==> src/hslg_pkg.sv <==
// ----------------------------------------------------------------------------
// hslg_pkg
// Types, register codes and fixed-point constants shared by the palette
// grid color converter.
// ----------------------------------------------------------------------------
package hslg_pkg;

   // grid size along each axis, indexes wrap at these counts
   localparam int unsigned HUE_STEPS_MAX       = 4096;
   localparam int unsigned LIGHTNESS_STEPS_MAX = 4096;

   // fixed-point scale points
   localparam logic [16:0] L_ONE = 17'd65536;   // 1.0 in Q0.16
   localparam logic [15:0] H_MAX = 16'd49151;   // just below 6.0 in Q3.13

   // register reset values
   localparam logic [16:0] LIGHTNESS_BASE_RESET      = 17'd0;
   localparam logic [16:0] LIGHTNESS_INCREMENT_RESET = 17'd16;
   localparam logic [15:0] HUE_BASE_RESET            = 16'd0;
   localparam logic [15:0] HUE_INCREMENT_RESET       = 16'd12;

   // register index on the configuration port (byte address / 4)
   typedef enum logic [1:0] {
      REG_LIGHTNESS_BASE,
      REG_LIGHTNESS_INCREMENT,
      REG_HUE_BASE,
      REG_HUE_INCREMENT
   } reg_index_type;

   // hue sector, each one sixth of the color wheel
   typedef enum logic [2:0] {
      SECTOR_RED_YELLOW,
      SECTOR_YELLOW_GREEN,
      SECTOR_GREEN_CYAN,
      SECTOR_CYAN_BLUE,
      SECTOR_BLUE_MAGENTA,
      SECTOR_MAGENTA_RED
   } sector_type;

   typedef struct packed {
      logic [11:0] hue_index;
      logic [11:0] lightness_index;
   } req_type;

   typedef struct packed {
      logic [15:0] red;
      logic [15:0] green;
      logic [15:0] blue;
   } rsp_type;

   typedef struct packed {
      logic [16:0] lightness_base;
      logic [16:0] lightness_increment;
      logic [15:0] hue_base;
      logic [15:0] hue_increment;
   } cfg_type;

   // handoff from the coordinate half to the mixing half
   typedef struct packed {
      logic        valid;
      logic [16:0] chroma;
      logic [13:0] ramp;
      sector_type  sector;
      logic [16:0] offset;
   } coord_type;

endpackage

==> src/hslg_regs.sv <==
// ----------------------------------------------------------------------------
// hslg_regs
// Configuration registers behind a simple APB-style slave, always ready.
// ----------------------------------------------------------------------------
module hslg_regs (
   input  logic                 clock,
   input  logic                 reset,
   input  logic                 psel,
   input  logic                 penable,
   input  logic                 pwrite,
   input  logic [3:0]           paddr,
   input  logic [31:0]          pwdata,
   output logic [31:0]          prdata,
   output logic                 pready,
   output hslg_pkg::cfg_type    cfg
);

   hslg_pkg::cfg_type       cfg_ff;
   hslg_pkg::cfg_type       cfg_in;
   hslg_pkg::reg_index_type reg_index;
   logic                    write_en;

   assign reg_index = hslg_pkg::reg_index_type'(paddr[3:2]);
   assign write_en  = psel & penable & pwrite;
   assign pready    = 1'b1;

   // write decode
   always_comb begin
      cfg_in = cfg_ff;
      if (write_en) begin
         case (reg_index)
            hslg_pkg::REG_LIGHTNESS_BASE:      cfg_in.lightness_base      = pwdata[16:0];
            hslg_pkg::REG_LIGHTNESS_INCREMENT: cfg_in.lightness_increment = pwdata[16:0];
            hslg_pkg::REG_HUE_BASE:            cfg_in.hue_base            = pwdata[15:0];
            hslg_pkg::REG_HUE_INCREMENT:       cfg_in.hue_increment       = pwdata[15:0];
            default:                           cfg_in = cfg_ff;
         endcase
      end
   end

   always_ff @(posedge clock) begin
      if (reset) begin
         cfg_ff.lightness_base      <= hslg_pkg::LIGHTNESS_BASE_RESET;
         cfg_ff.lightness_increment <= hslg_pkg::LIGHTNESS_INCREMENT_RESET;
         cfg_ff.hue_base            <= hslg_pkg::HUE_BASE_RESET;
         cfg_ff.hue_increment       <= hslg_pkg::HUE_INCREMENT_RESET;
      end else begin
         cfg_ff <= cfg_in;
      end
   end

   // read mux
   always_comb begin
      case (reg_index)
         hslg_pkg::REG_LIGHTNESS_BASE:      prdata = {15'd0, cfg_ff.lightness_base};
         hslg_pkg::REG_LIGHTNESS_INCREMENT: prdata = {15'd0, cfg_ff.lightness_increment};
         hslg_pkg::REG_HUE_BASE:            prdata = {16'd0, cfg_ff.hue_base};
         hslg_pkg::REG_HUE_INCREMENT:       prdata = {16'd0, cfg_ff.hue_increment};
         default:                           prdata = 32'd0;
      endcase
   end

   assign cfg = cfg_ff;

endmodule

==> src/hslg_coord.sv <==
// ----------------------------------------------------------------------------
// hslg_coord
// Cell center to HSL coordinates: scales the indexes (stage 1), then clamps
// lightness and hue and derives chroma, hue ramp, sector and offset (stage 2).
// ----------------------------------------------------------------------------
module hslg_coord (
   input  logic                 clock,
   input  logic                 reset,
   input  logic                 in_valid,
   input  hslg_pkg::req_type    req,
   input  hslg_pkg::cfg_type    cfg,
   output hslg_pkg::coord_type  coord
);

   logic [11:0] hue_idx;
   logic [11:0] light_idx;
   logic [29:0] prod_l_in;
   logic [28:0] prod_h_in;

   logic        valid1_ff;
   logic [29:0] prod_l_ff;
   logic [28:0] prod_h_ff;

   logic [29:0] l_sum;
   logic [28:0] h_sum;
   logic [16:0] l_sat;
   logic [15:0] h_clamp;
   logic [17:0] two_l;
   logic [17:0] chroma_wide;
   logic [16:0] chroma;
   logic [13:0] hue_mod;
   logic [14:0] ramp_fall;
   logic [13:0] ramp;

   hslg_pkg::coord_type coord_in;
   hslg_pkg::coord_type coord_ff;

   // wrap indexes onto the grid
   assign hue_idx   = 12'(32'(req.hue_index) % hslg_pkg::HUE_STEPS_MAX);
   assign light_idx = 12'(32'(req.lightness_index) % hslg_pkg::LIGHTNESS_STEPS_MAX);

   // stage 1: increment times (2*index + 1)
   assign prod_l_in = 30'(cfg.lightness_increment) * 30'({light_idx, 1'b1});
   assign prod_h_in = 29'(cfg.hue_increment) * 29'({hue_idx, 1'b1});

   always_ff @(posedge clock) begin
      if (reset) begin
         valid1_ff <= 1'b0;
      end else begin
         valid1_ff <= in_valid;
      end
   end

   always_ff @(posedge clock) begin
      prod_l_ff <= prod_l_in;
      prod_h_ff <= prod_h_in;
   end

   // stage 2: half, add base, saturate lightness and clamp hue
   assign l_sum   = 30'(prod_l_ff[29:1]) + 30'(cfg.lightness_base);
   assign h_sum   = 29'(prod_h_ff[28:1]) + 29'(cfg.hue_base);
   assign l_sat   = (l_sum > 30'(hslg_pkg::L_ONE)) ? hslg_pkg::L_ONE : l_sum[16:0];
   assign h_clamp = (h_sum > 29'(hslg_pkg::H_MAX)) ? hslg_pkg::H_MAX : h_sum[15:0];

   // chroma = 1 - |2l - 1|
   assign two_l       = {l_sat, 1'b0};
   assign chroma_wide = (two_l >= 18'(hslg_pkg::L_ONE)) ? (18'd131072 - two_l) : two_l;
   assign chroma      = chroma_wide[16:0];

   // triangle ramp over each pair of sectors
   assign hue_mod   = h_clamp[13:0];
   assign ramp_fall = 15'd16384 - {1'b0, hue_mod};
   assign ramp      = hue_mod[13] ? ramp_fall[13:0] : hue_mod;

   always_comb begin
      coord_in.valid  = valid1_ff;
      coord_in.chroma = chroma;
      coord_in.ramp   = ramp;
      coord_in.sector = hslg_pkg::sector_type'(h_clamp[15:13]);
      coord_in.offset = l_sat - {1'b0, chroma[16:1]};
   end

   // stage 2 register, only the valid bit is reset
   always_ff @(posedge clock) begin
      if (reset) begin
         coord_ff.valid <= 1'b0;
      end else begin
         coord_ff.valid <= coord_in.valid;
      end
      coord_ff.chroma <= coord_in.chroma;
      coord_ff.ramp   <= coord_in.ramp;
      coord_ff.sector <= coord_in.sector;
      coord_ff.offset <= coord_in.offset;
   end

   assign coord = coord_ff;

   // chroma never exceeds full scale
   a_chroma_range: assert property (@(posedge clock) disable iff (reset)
      coord_ff.valid |-> coord_ff.chroma <= hslg_pkg::L_ONE)
      else $error("chroma above 1.0");

   // offset plus half chroma is the saturated lightness, so never above 1.0
   a_offset_range: assert property (@(posedge clock) disable iff (reset)
      coord_ff.valid |-> (18'(coord_ff.offset) + 18'(coord_ff.chroma[16:1]))
                         <= 18'(hslg_pkg::L_ONE))
      else $error("lightness offset out of range");

   // ramp peaks at one sector width
   a_ramp_range: assert property (@(posedge clock) disable iff (reset)
      coord_ff.valid |-> coord_ff.ramp <= 14'd8192)
      else $error("hue ramp above one");

endmodule

==> src/hslg_mix.sv <==
// ----------------------------------------------------------------------------
// hslg_mix
// Second chroma product (stage 3), then sector routing, offset add and
// saturation into the output word (stage 4).
// ----------------------------------------------------------------------------
module hslg_mix (
   input  logic                 clock,
   input  logic                 reset,
   input  hslg_pkg::coord_type  coord,
   output logic                 out_valid,
   output hslg_pkg::rsp_type    out_data
);

   logic [29:0] prod_x;

   logic                 valid3_ff;
   logic [16:0]          x_ff;
   logic [16:0]          chroma_ff;
   logic [16:0]          offset_ff;
   hslg_pkg::sector_type sector_ff;

   logic [16:0] red_raw;
   logic [16:0] green_raw;
   logic [16:0] blue_raw;
   logic [17:0] red_sum;
   logic [17:0] green_sum;
   logic [17:0] blue_sum;

   logic              valid4_ff;
   hslg_pkg::rsp_type rsp_in;
   hslg_pkg::rsp_type rsp_ff;

   // stage 3: x = chroma * ramp, Q0.16 after dropping 13 fraction bits
   assign prod_x = 30'(coord.chroma) * 30'(coord.ramp);

   always_ff @(posedge clock) begin
      if (reset) begin
         valid3_ff <= 1'b0;
      end else begin
         valid3_ff <= coord.valid;
      end
   end

   always_ff @(posedge clock) begin
      x_ff      <= prod_x[29:13];
      chroma_ff <= coord.chroma;
      offset_ff <= coord.offset;
      sector_ff <= coord.sector;
   end

   // stage 4: route chroma and x by sector
   always_comb begin
      case (sector_ff)
         hslg_pkg::SECTOR_RED_YELLOW: begin
            red_raw = chroma_ff; green_raw = x_ff;      blue_raw = 17'd0;
         end
         hslg_pkg::SECTOR_YELLOW_GREEN: begin
            red_raw = x_ff;      green_raw = chroma_ff; blue_raw = 17'd0;
         end
         hslg_pkg::SECTOR_GREEN_CYAN: begin
            red_raw = 17'd0;     green_raw = chroma_ff; blue_raw = x_ff;
         end
         hslg_pkg::SECTOR_CYAN_BLUE: begin
            red_raw = 17'd0;     green_raw = x_ff;      blue_raw = chroma_ff;
         end
         hslg_pkg::SECTOR_BLUE_MAGENTA: begin
            red_raw = x_ff;      green_raw = 17'd0;     blue_raw = chroma_ff;
         end
         default: begin
            red_raw = chroma_ff; green_raw = 17'd0;     blue_raw = x_ff;
         end
      endcase
   end

   // add lightness offset and saturate at full scale
   assign red_sum   = 18'(red_raw)   + 18'(offset_ff);
   assign green_sum = 18'(green_raw) + 18'(offset_ff);
   assign blue_sum  = 18'(blue_raw)  + 18'(offset_ff);

   always_comb begin
      rsp_in.red   = (red_sum   > 18'd65535) ? 16'hFFFF : red_sum[15:0];
      rsp_in.green = (green_sum > 18'd65535) ? 16'hFFFF : green_sum[15:0];
      rsp_in.blue  = (blue_sum  > 18'd65535) ? 16'hFFFF : blue_sum[15:0];
   end

   always_ff @(posedge clock) begin
      if (reset) begin
         valid4_ff <= 1'b0;
      end else begin
         valid4_ff <= valid3_ff;
      end
   end

   always_ff @(posedge clock) begin
      rsp_ff <= rsp_in;
   end

   assign out_valid = valid4_ff;
   assign out_data  = rsp_ff;

   // x scales chroma by a ramp of at most one
   a_x_below_chroma: assert property (@(posedge clock) disable iff (reset)
      valid3_ff |-> x_ff <= chroma_ff)
      else $error("x exceeds chroma");

   // the dropped sector codes never reach the router
   a_sector_range: assert property (@(posedge clock) disable iff (reset)
      valid3_ff |-> sector_ff != 3'd6 && sector_ff != 3'd7)
      else $error("hue sector beyond six");

endmodule

==> src/hsl_grid_to_rgb.sv <==
// ----------------------------------------------------------------------------
// hsl_grid_to_rgb
// Palette grid cell (hue index, lightness index) to saturated RGB color.
// ----------------------------------------------------------------------------
// Pipeline: the rgb word strobes on rsp_valid out of the last of four register
//   stages, two of them multiplier stages, once start is taken.
// Throughput: one word per cycle; busy stays low, there is no stall path.
// Reset: synchronous, clears the pipeline valid bits and loads the register
//   defaults; words in flight at reset are dropped.
module hsl_grid_to_rgb (
   input  logic                 clock,
   input  logic                 reset,
   input  logic                 start,
   output logic                 busy,
   input  hslg_pkg::req_type    req_data,
   output logic                 rsp_valid,
   output hslg_pkg::rsp_type    rsp_data,
   input  logic                 psel,
   input  logic                 penable,
   input  logic                 pwrite,
   input  logic [3:0]           paddr,
   input  logic [31:0]          pwdata,
   output logic [31:0]          prdata,
   output logic                 pready
);

   hslg_pkg::cfg_type   cfg;
   hslg_pkg::coord_type coord;
   logic                accept;

   assign busy   = 1'b0;
   assign accept = start & ~busy;

   // configuration registers
   hslg_regs u_regs (
      .clock   (clock),
      .reset   (reset),
      .psel    (psel),
      .penable (penable),
      .pwrite  (pwrite),
      .paddr   (paddr),
      .pwdata  (pwdata),
      .prdata  (prdata),
      .pready  (pready),
      .cfg     (cfg)
   );

   // index scaling and hsl coordinates
   hslg_coord u_coord (
      .clock    (clock),
      .reset    (reset),
      .in_valid (accept),
      .req      (req_data),
      .cfg      (cfg),
      .coord    (coord)
   );

   // channel mixing and output register
   hslg_mix u_mix (
      .clock     (clock),
      .reset     (reset),
      .coord     (coord),
      .out_valid (rsp_valid),
      .out_data  (rsp_data)
   );

   // every accepted word comes out on rsp_valid
   a_word_out: assert property (@(posedge clock) disable iff (reset)
      accept |-> ##4 rsp_valid)
      else $error("accepted word lost in pipeline");

   // no word appears without an earlier accepted start
   a_no_phantom: assert property (@(posedge clock) disable iff (reset)
      rsp_valid |-> $past(accept, 4))
      else $error("result word without a start");

endmodule

==> config.mk <==
export PLATFORM = sky130hd
export DESIGN_NAME = hsl_grid_to_rgb
export DESIGN_NICKNAME = d
export VERILOG_FILES = /design/src/hslg_pkg.sv /design/src/hslg_regs.sv /design/src/hslg_coord.sv /design/src/hslg_mix.sv /design/src/hsl_grid_to_rgb.sv
export SDC_FILE = /design/constraint.sdc
export NUM_CORES = 2
export LEC_CHECK = 0
export BUFFER_PORTS_ARGS = -buffer_cell sky130_fd_sc_hd__buf_2
export CAP_MARGIN = 20
export CORE_ASPECT_RATIO = 1.75
export CORE_UTILIZATION = 55
export CTS_CLUSTER_DIAMETER = 120
export DETAILED_ROUTE_END_ITERATION = 10
export PLACE_DENSITY = 0.72
export SETUP_SLACK_MARGIN = 0.02
export SLEW_MARGIN = 20
export SYNTH_ARGS = -nofsm -noshare
export SYNTH_HDL_FRONTEND = slang
export SYNTH_SLANG_ARGS = --single-unit
==> constraint.sdc <==
create_clock -name clock -period 7.8 [get_ports clock]
set_clock_uncertainty 0.1 [all_clocks]
set_input_delay 1.56 -clock clock [delete_from_list [all_inputs] [get_ports clock]]
set_output_delay 1.56 -clock clock [all_outputs]
set_load 0.1 [all_outputs]
==> flow_summary.ini <==
[setup_path]
worst_ep_required_time_ps = 8160
startpoint_type = flip-flop
critical_path_class = reg -> reg
arrival_ps = 7700
crit_fanout = 8
cp-end-kind = flip-flop

[clock_network]
htree_levels = 1
cts_tree = yes
max-clock-path-buffers = 3
cts_root_buf = clkbuf_16
clkLatencyLatePin_ps = 590
cts_resized = 0
clk_pin_slew_ps = 60
cts_sinks = 276
cts_setup_buffers = 0
cts_made_buffers = 30
hold_buffers = 0

[timing]
hold_violations = 0
setup_tns_ps = 0
hold_ws_ps = 224.5
relSlewSlack_pct = 31.64
maxSlewViolCount = 0
rsz0062_at_grt = false
max_freq_mhz = 136.3
worst_slew_pin_slew_ps = 1022
fin_crit_ps = 7337
setup_viol = 0
timing.final.crit_share_pct = 94.06

[power]
p_int_w = 0.006256
powerDensity_nw_per_um2 = 345.9
ir_drop_mv = 0.4416
swShare_pct = 49.46
p_leak_nw = 17.19
p_sw_w = 0.006122
power_frac_comb_pct = 68.9
power_frac_seq_pct = 18.7
clkPwrFrac_pct = 12.4

[flow_run]
drv_cap = 0

[logic_synthesis]
synth_top_family_by_area = adder cells
ys_seq_area_share_pct = 16.55
synth_ff_type = dfxtp_1
synth_warnings = 0
synth_compound_area_share_pct = 9.814
async_reset_ff_share_pct = 0
yosysTopAreaCellShare_pct = 29.21
synth-xor-area-share_pct = 4.067
synth_edf_count = 0
ys_ff_latch = 276
synthCells = 3761
synthMuxAreaShare_pct = 1.391
yosys-top-cells-area = fa_1 (29%), dfxtp_1 (17%), ha_1 (12%)
synth_adder_area_share_pct = 41.69
synthDistinctLibCells = 90
yosys.area.top_type = fa_1
yosys.cell_count.top_type = nand2_1
ys_top_cells_by_count = nand2_1 (655), inv_1 (525), fa_1 (487), ha_1 (333), dfxtp_1 (276)
syn_avg_cell_area_sq_um = 8.874
synthSimpleGateAreaFrac_pct = 18.47
syn_area_sq_um = 33380

[worst_hold_path]
hold_path.class = reg -> reg

[drt]
final_antenna_net_count = 0
finalWirelength_um = 81430
first_iter_violations = 1054
via_per_inst = 5.601
post-route-drc-count = 0
wl_per_cell_um = 17.61
num_vias = 25903
firstDrtPassIters = 7

[cells_and_area]
fillers = 5311
diodes = 0
final_nets = 4702
drive_gt1_share_pct = 7.007
areaGrowthSynthToFinish_pct = 7.224
final_core_util_pct = 59.64

[place]
port_buffers = 114
place_congestion = 0.9150
place_hpwl_um = 66540

[floorplanning]
core_area_sq_um = 60000
dieArea_sq_um = 61710
num_rows = 119
start_util_pct = 55.62
die-width_um = 188.2
dieHeight_um = 327.9
io_pins = 149

[global_routing]
grt_remaining_overflow = 0
grt_pass1_vias = 26801
antenna_found_initial = 1
grt_use_total_pct = 26.81
grt_first_pass_wirelength_um = 131800
grt_max_degree = 71

[status]
outcome = finished, final reports clean
## logic make-up after synthesis
| family | Yosys count |
|---|---|
| xor+xnor | 155 |
| mux | 26 |
| compound gates | 494 |
| fa+ha+maj | 820 |
| flops | 276 |
| simple gates | 1301 |
| buf+inv | 687 |
| other cells | 2 |
## worst max-delay path, stage by stage, from the launching register on
cell,delay (ps)
dfxtp_1,680
nand2_1,160
fa_1,550
inv_1,50
fa_1,450
fa_1,520
inv_1,50
fa_1,480
fa_1,490
inv_1,50
fa_1,430
ha_1,300
a21o_1,160
a211o_1,310
a211oi_1,330
o31ai_1,140
buf_4,170
a41oi_1,300
a211o_1,250
o21ai_0,110
buf_4,170
o211ai_1,200
a21boi_0,150
o21a_1,240
a311o_1,370
## state kept, by name (all words and copies together) (netlist names)
name / count
u_mix.x_ff: 17
u_coord.prod_h_ff: 28
u_mix.offset_ff: 16
u_mix.out_data: 48
u_mix.out_valid: 1
u_mix.chroma_ff: 16
u_coord.valid1_ff: 1
u_mix.sector_ff: 3
u_coord.coord: 50
u_coord.prod_l_ff: 29
u_mix.valid3_ff: 1
u_regs.cfg: 66
## worst paths after layout
| kind | from | to | slack (ps) | depth (start not counted) |
|---|---|---|---|---|
| max | u_coord.coord[41]$_DFF_P_ | u_mix.x_ff[16]$_DFF_P_ | 460 | 24 |
| min | u_coord.coord[12]$_DFF_P_ | u_mix.offset_ff[12]$_DFF_P_ | 220 | 0 |
| min reg2reg | u_coord.coord[12]$_DFF_P_ | u_mix.offset_ff[12]$_DFF_P_ | 220 | 0 |
| max reg2reg | u_coord.coord[41]$_DFF_P_ | u_mix.x_ff[16]$_DFF_P_ | 460 | 24 |
## per-layer routing
layer	up-vias	GRT usage, %	routed length [um]
met5	-	0	0
met4	0	14.02	4640
met3	236	2.468	3720
met2	736	52.62	44770
met1	12830	27.70	28300
li1	12101	-	-
## layout by cell type, fill, tap and decap left out, types with 9 or more instances in the layout
cell type / count
a21boi_0: 9
dfxtp_1: 276
nand3b_1: 11
a21oi_1: 184
fa_1: 487
nor3_1: 53
clkbuf_16: 30
xnor2_1: 100
o31ai_1: 9
o211ai_1: 9
a22o_1: 33
a21o_1: 35
o21a_1: 26
ha_1: 333
nor2_1: 132
buf_4: 53
nor2b_1: 27
nand2b_1: 34
o21bai_1: 13
nand4_1: 10
or2_2: 12
nand3_1: 45
nand2_1: 655
or3_1: 14
conb_1: 20
nor4_1: 9
and3_1: 16
buf_2: 114
a211oi_1: 17
inv_1: 525
mux4_2: 16
xor2_1: 55
o21ai_0: 65
and2_1: 249
## cell type report
cell class | instances | area [sq um] | share of cell area [%]
flip-flops and latches | 276 | 5525 | 15.44
well taps | 786 | 983.4 | 2.748
clock inverters | 11 | 214.0 | 0.5979
inverters | 525 | 1971 | 5.507
repair buffers | 167 | 968.4 | 2.706
multi-input cells | 2816 | 25250 | 70.56
clock buffers | 44 | 873.3 | 2.440
## power groups by stage
| stage | registers, W | clock network, W | logic (W) |
|---|---|---|---|
| after floorplan | 0.00271 | 0 | 0.00608 |
| after detailed placement | 0.00233 | 0 | 0.00853 |
| after global placement | 0.00233 | 0 | 0.00836 |
| after global routing | 0.00234 | 0.00161 | 0.00962 |
| final | 0.00231 | 0.00154 | 0.00853 |
| after CTS | 0.00230 | 0.00156 | 0.00859 |
## per-stage QoR
step           instances  setup WS, ps  cell area [sq um]  power (W)
3_3_place_gp        4569         349.6              34690    0.01068
5_1_grt             4625         134.6              35790    0.01358
6_report            4625         463.2              35790    0.01238
2_1_floorplan       3779         741.5              33440   0.008795
3_5_place_dp        4569         271.6              34690    0.01086
4_1_cts             4624         478.6              35780    0.01245
Power figures use the tool's default switching activity.
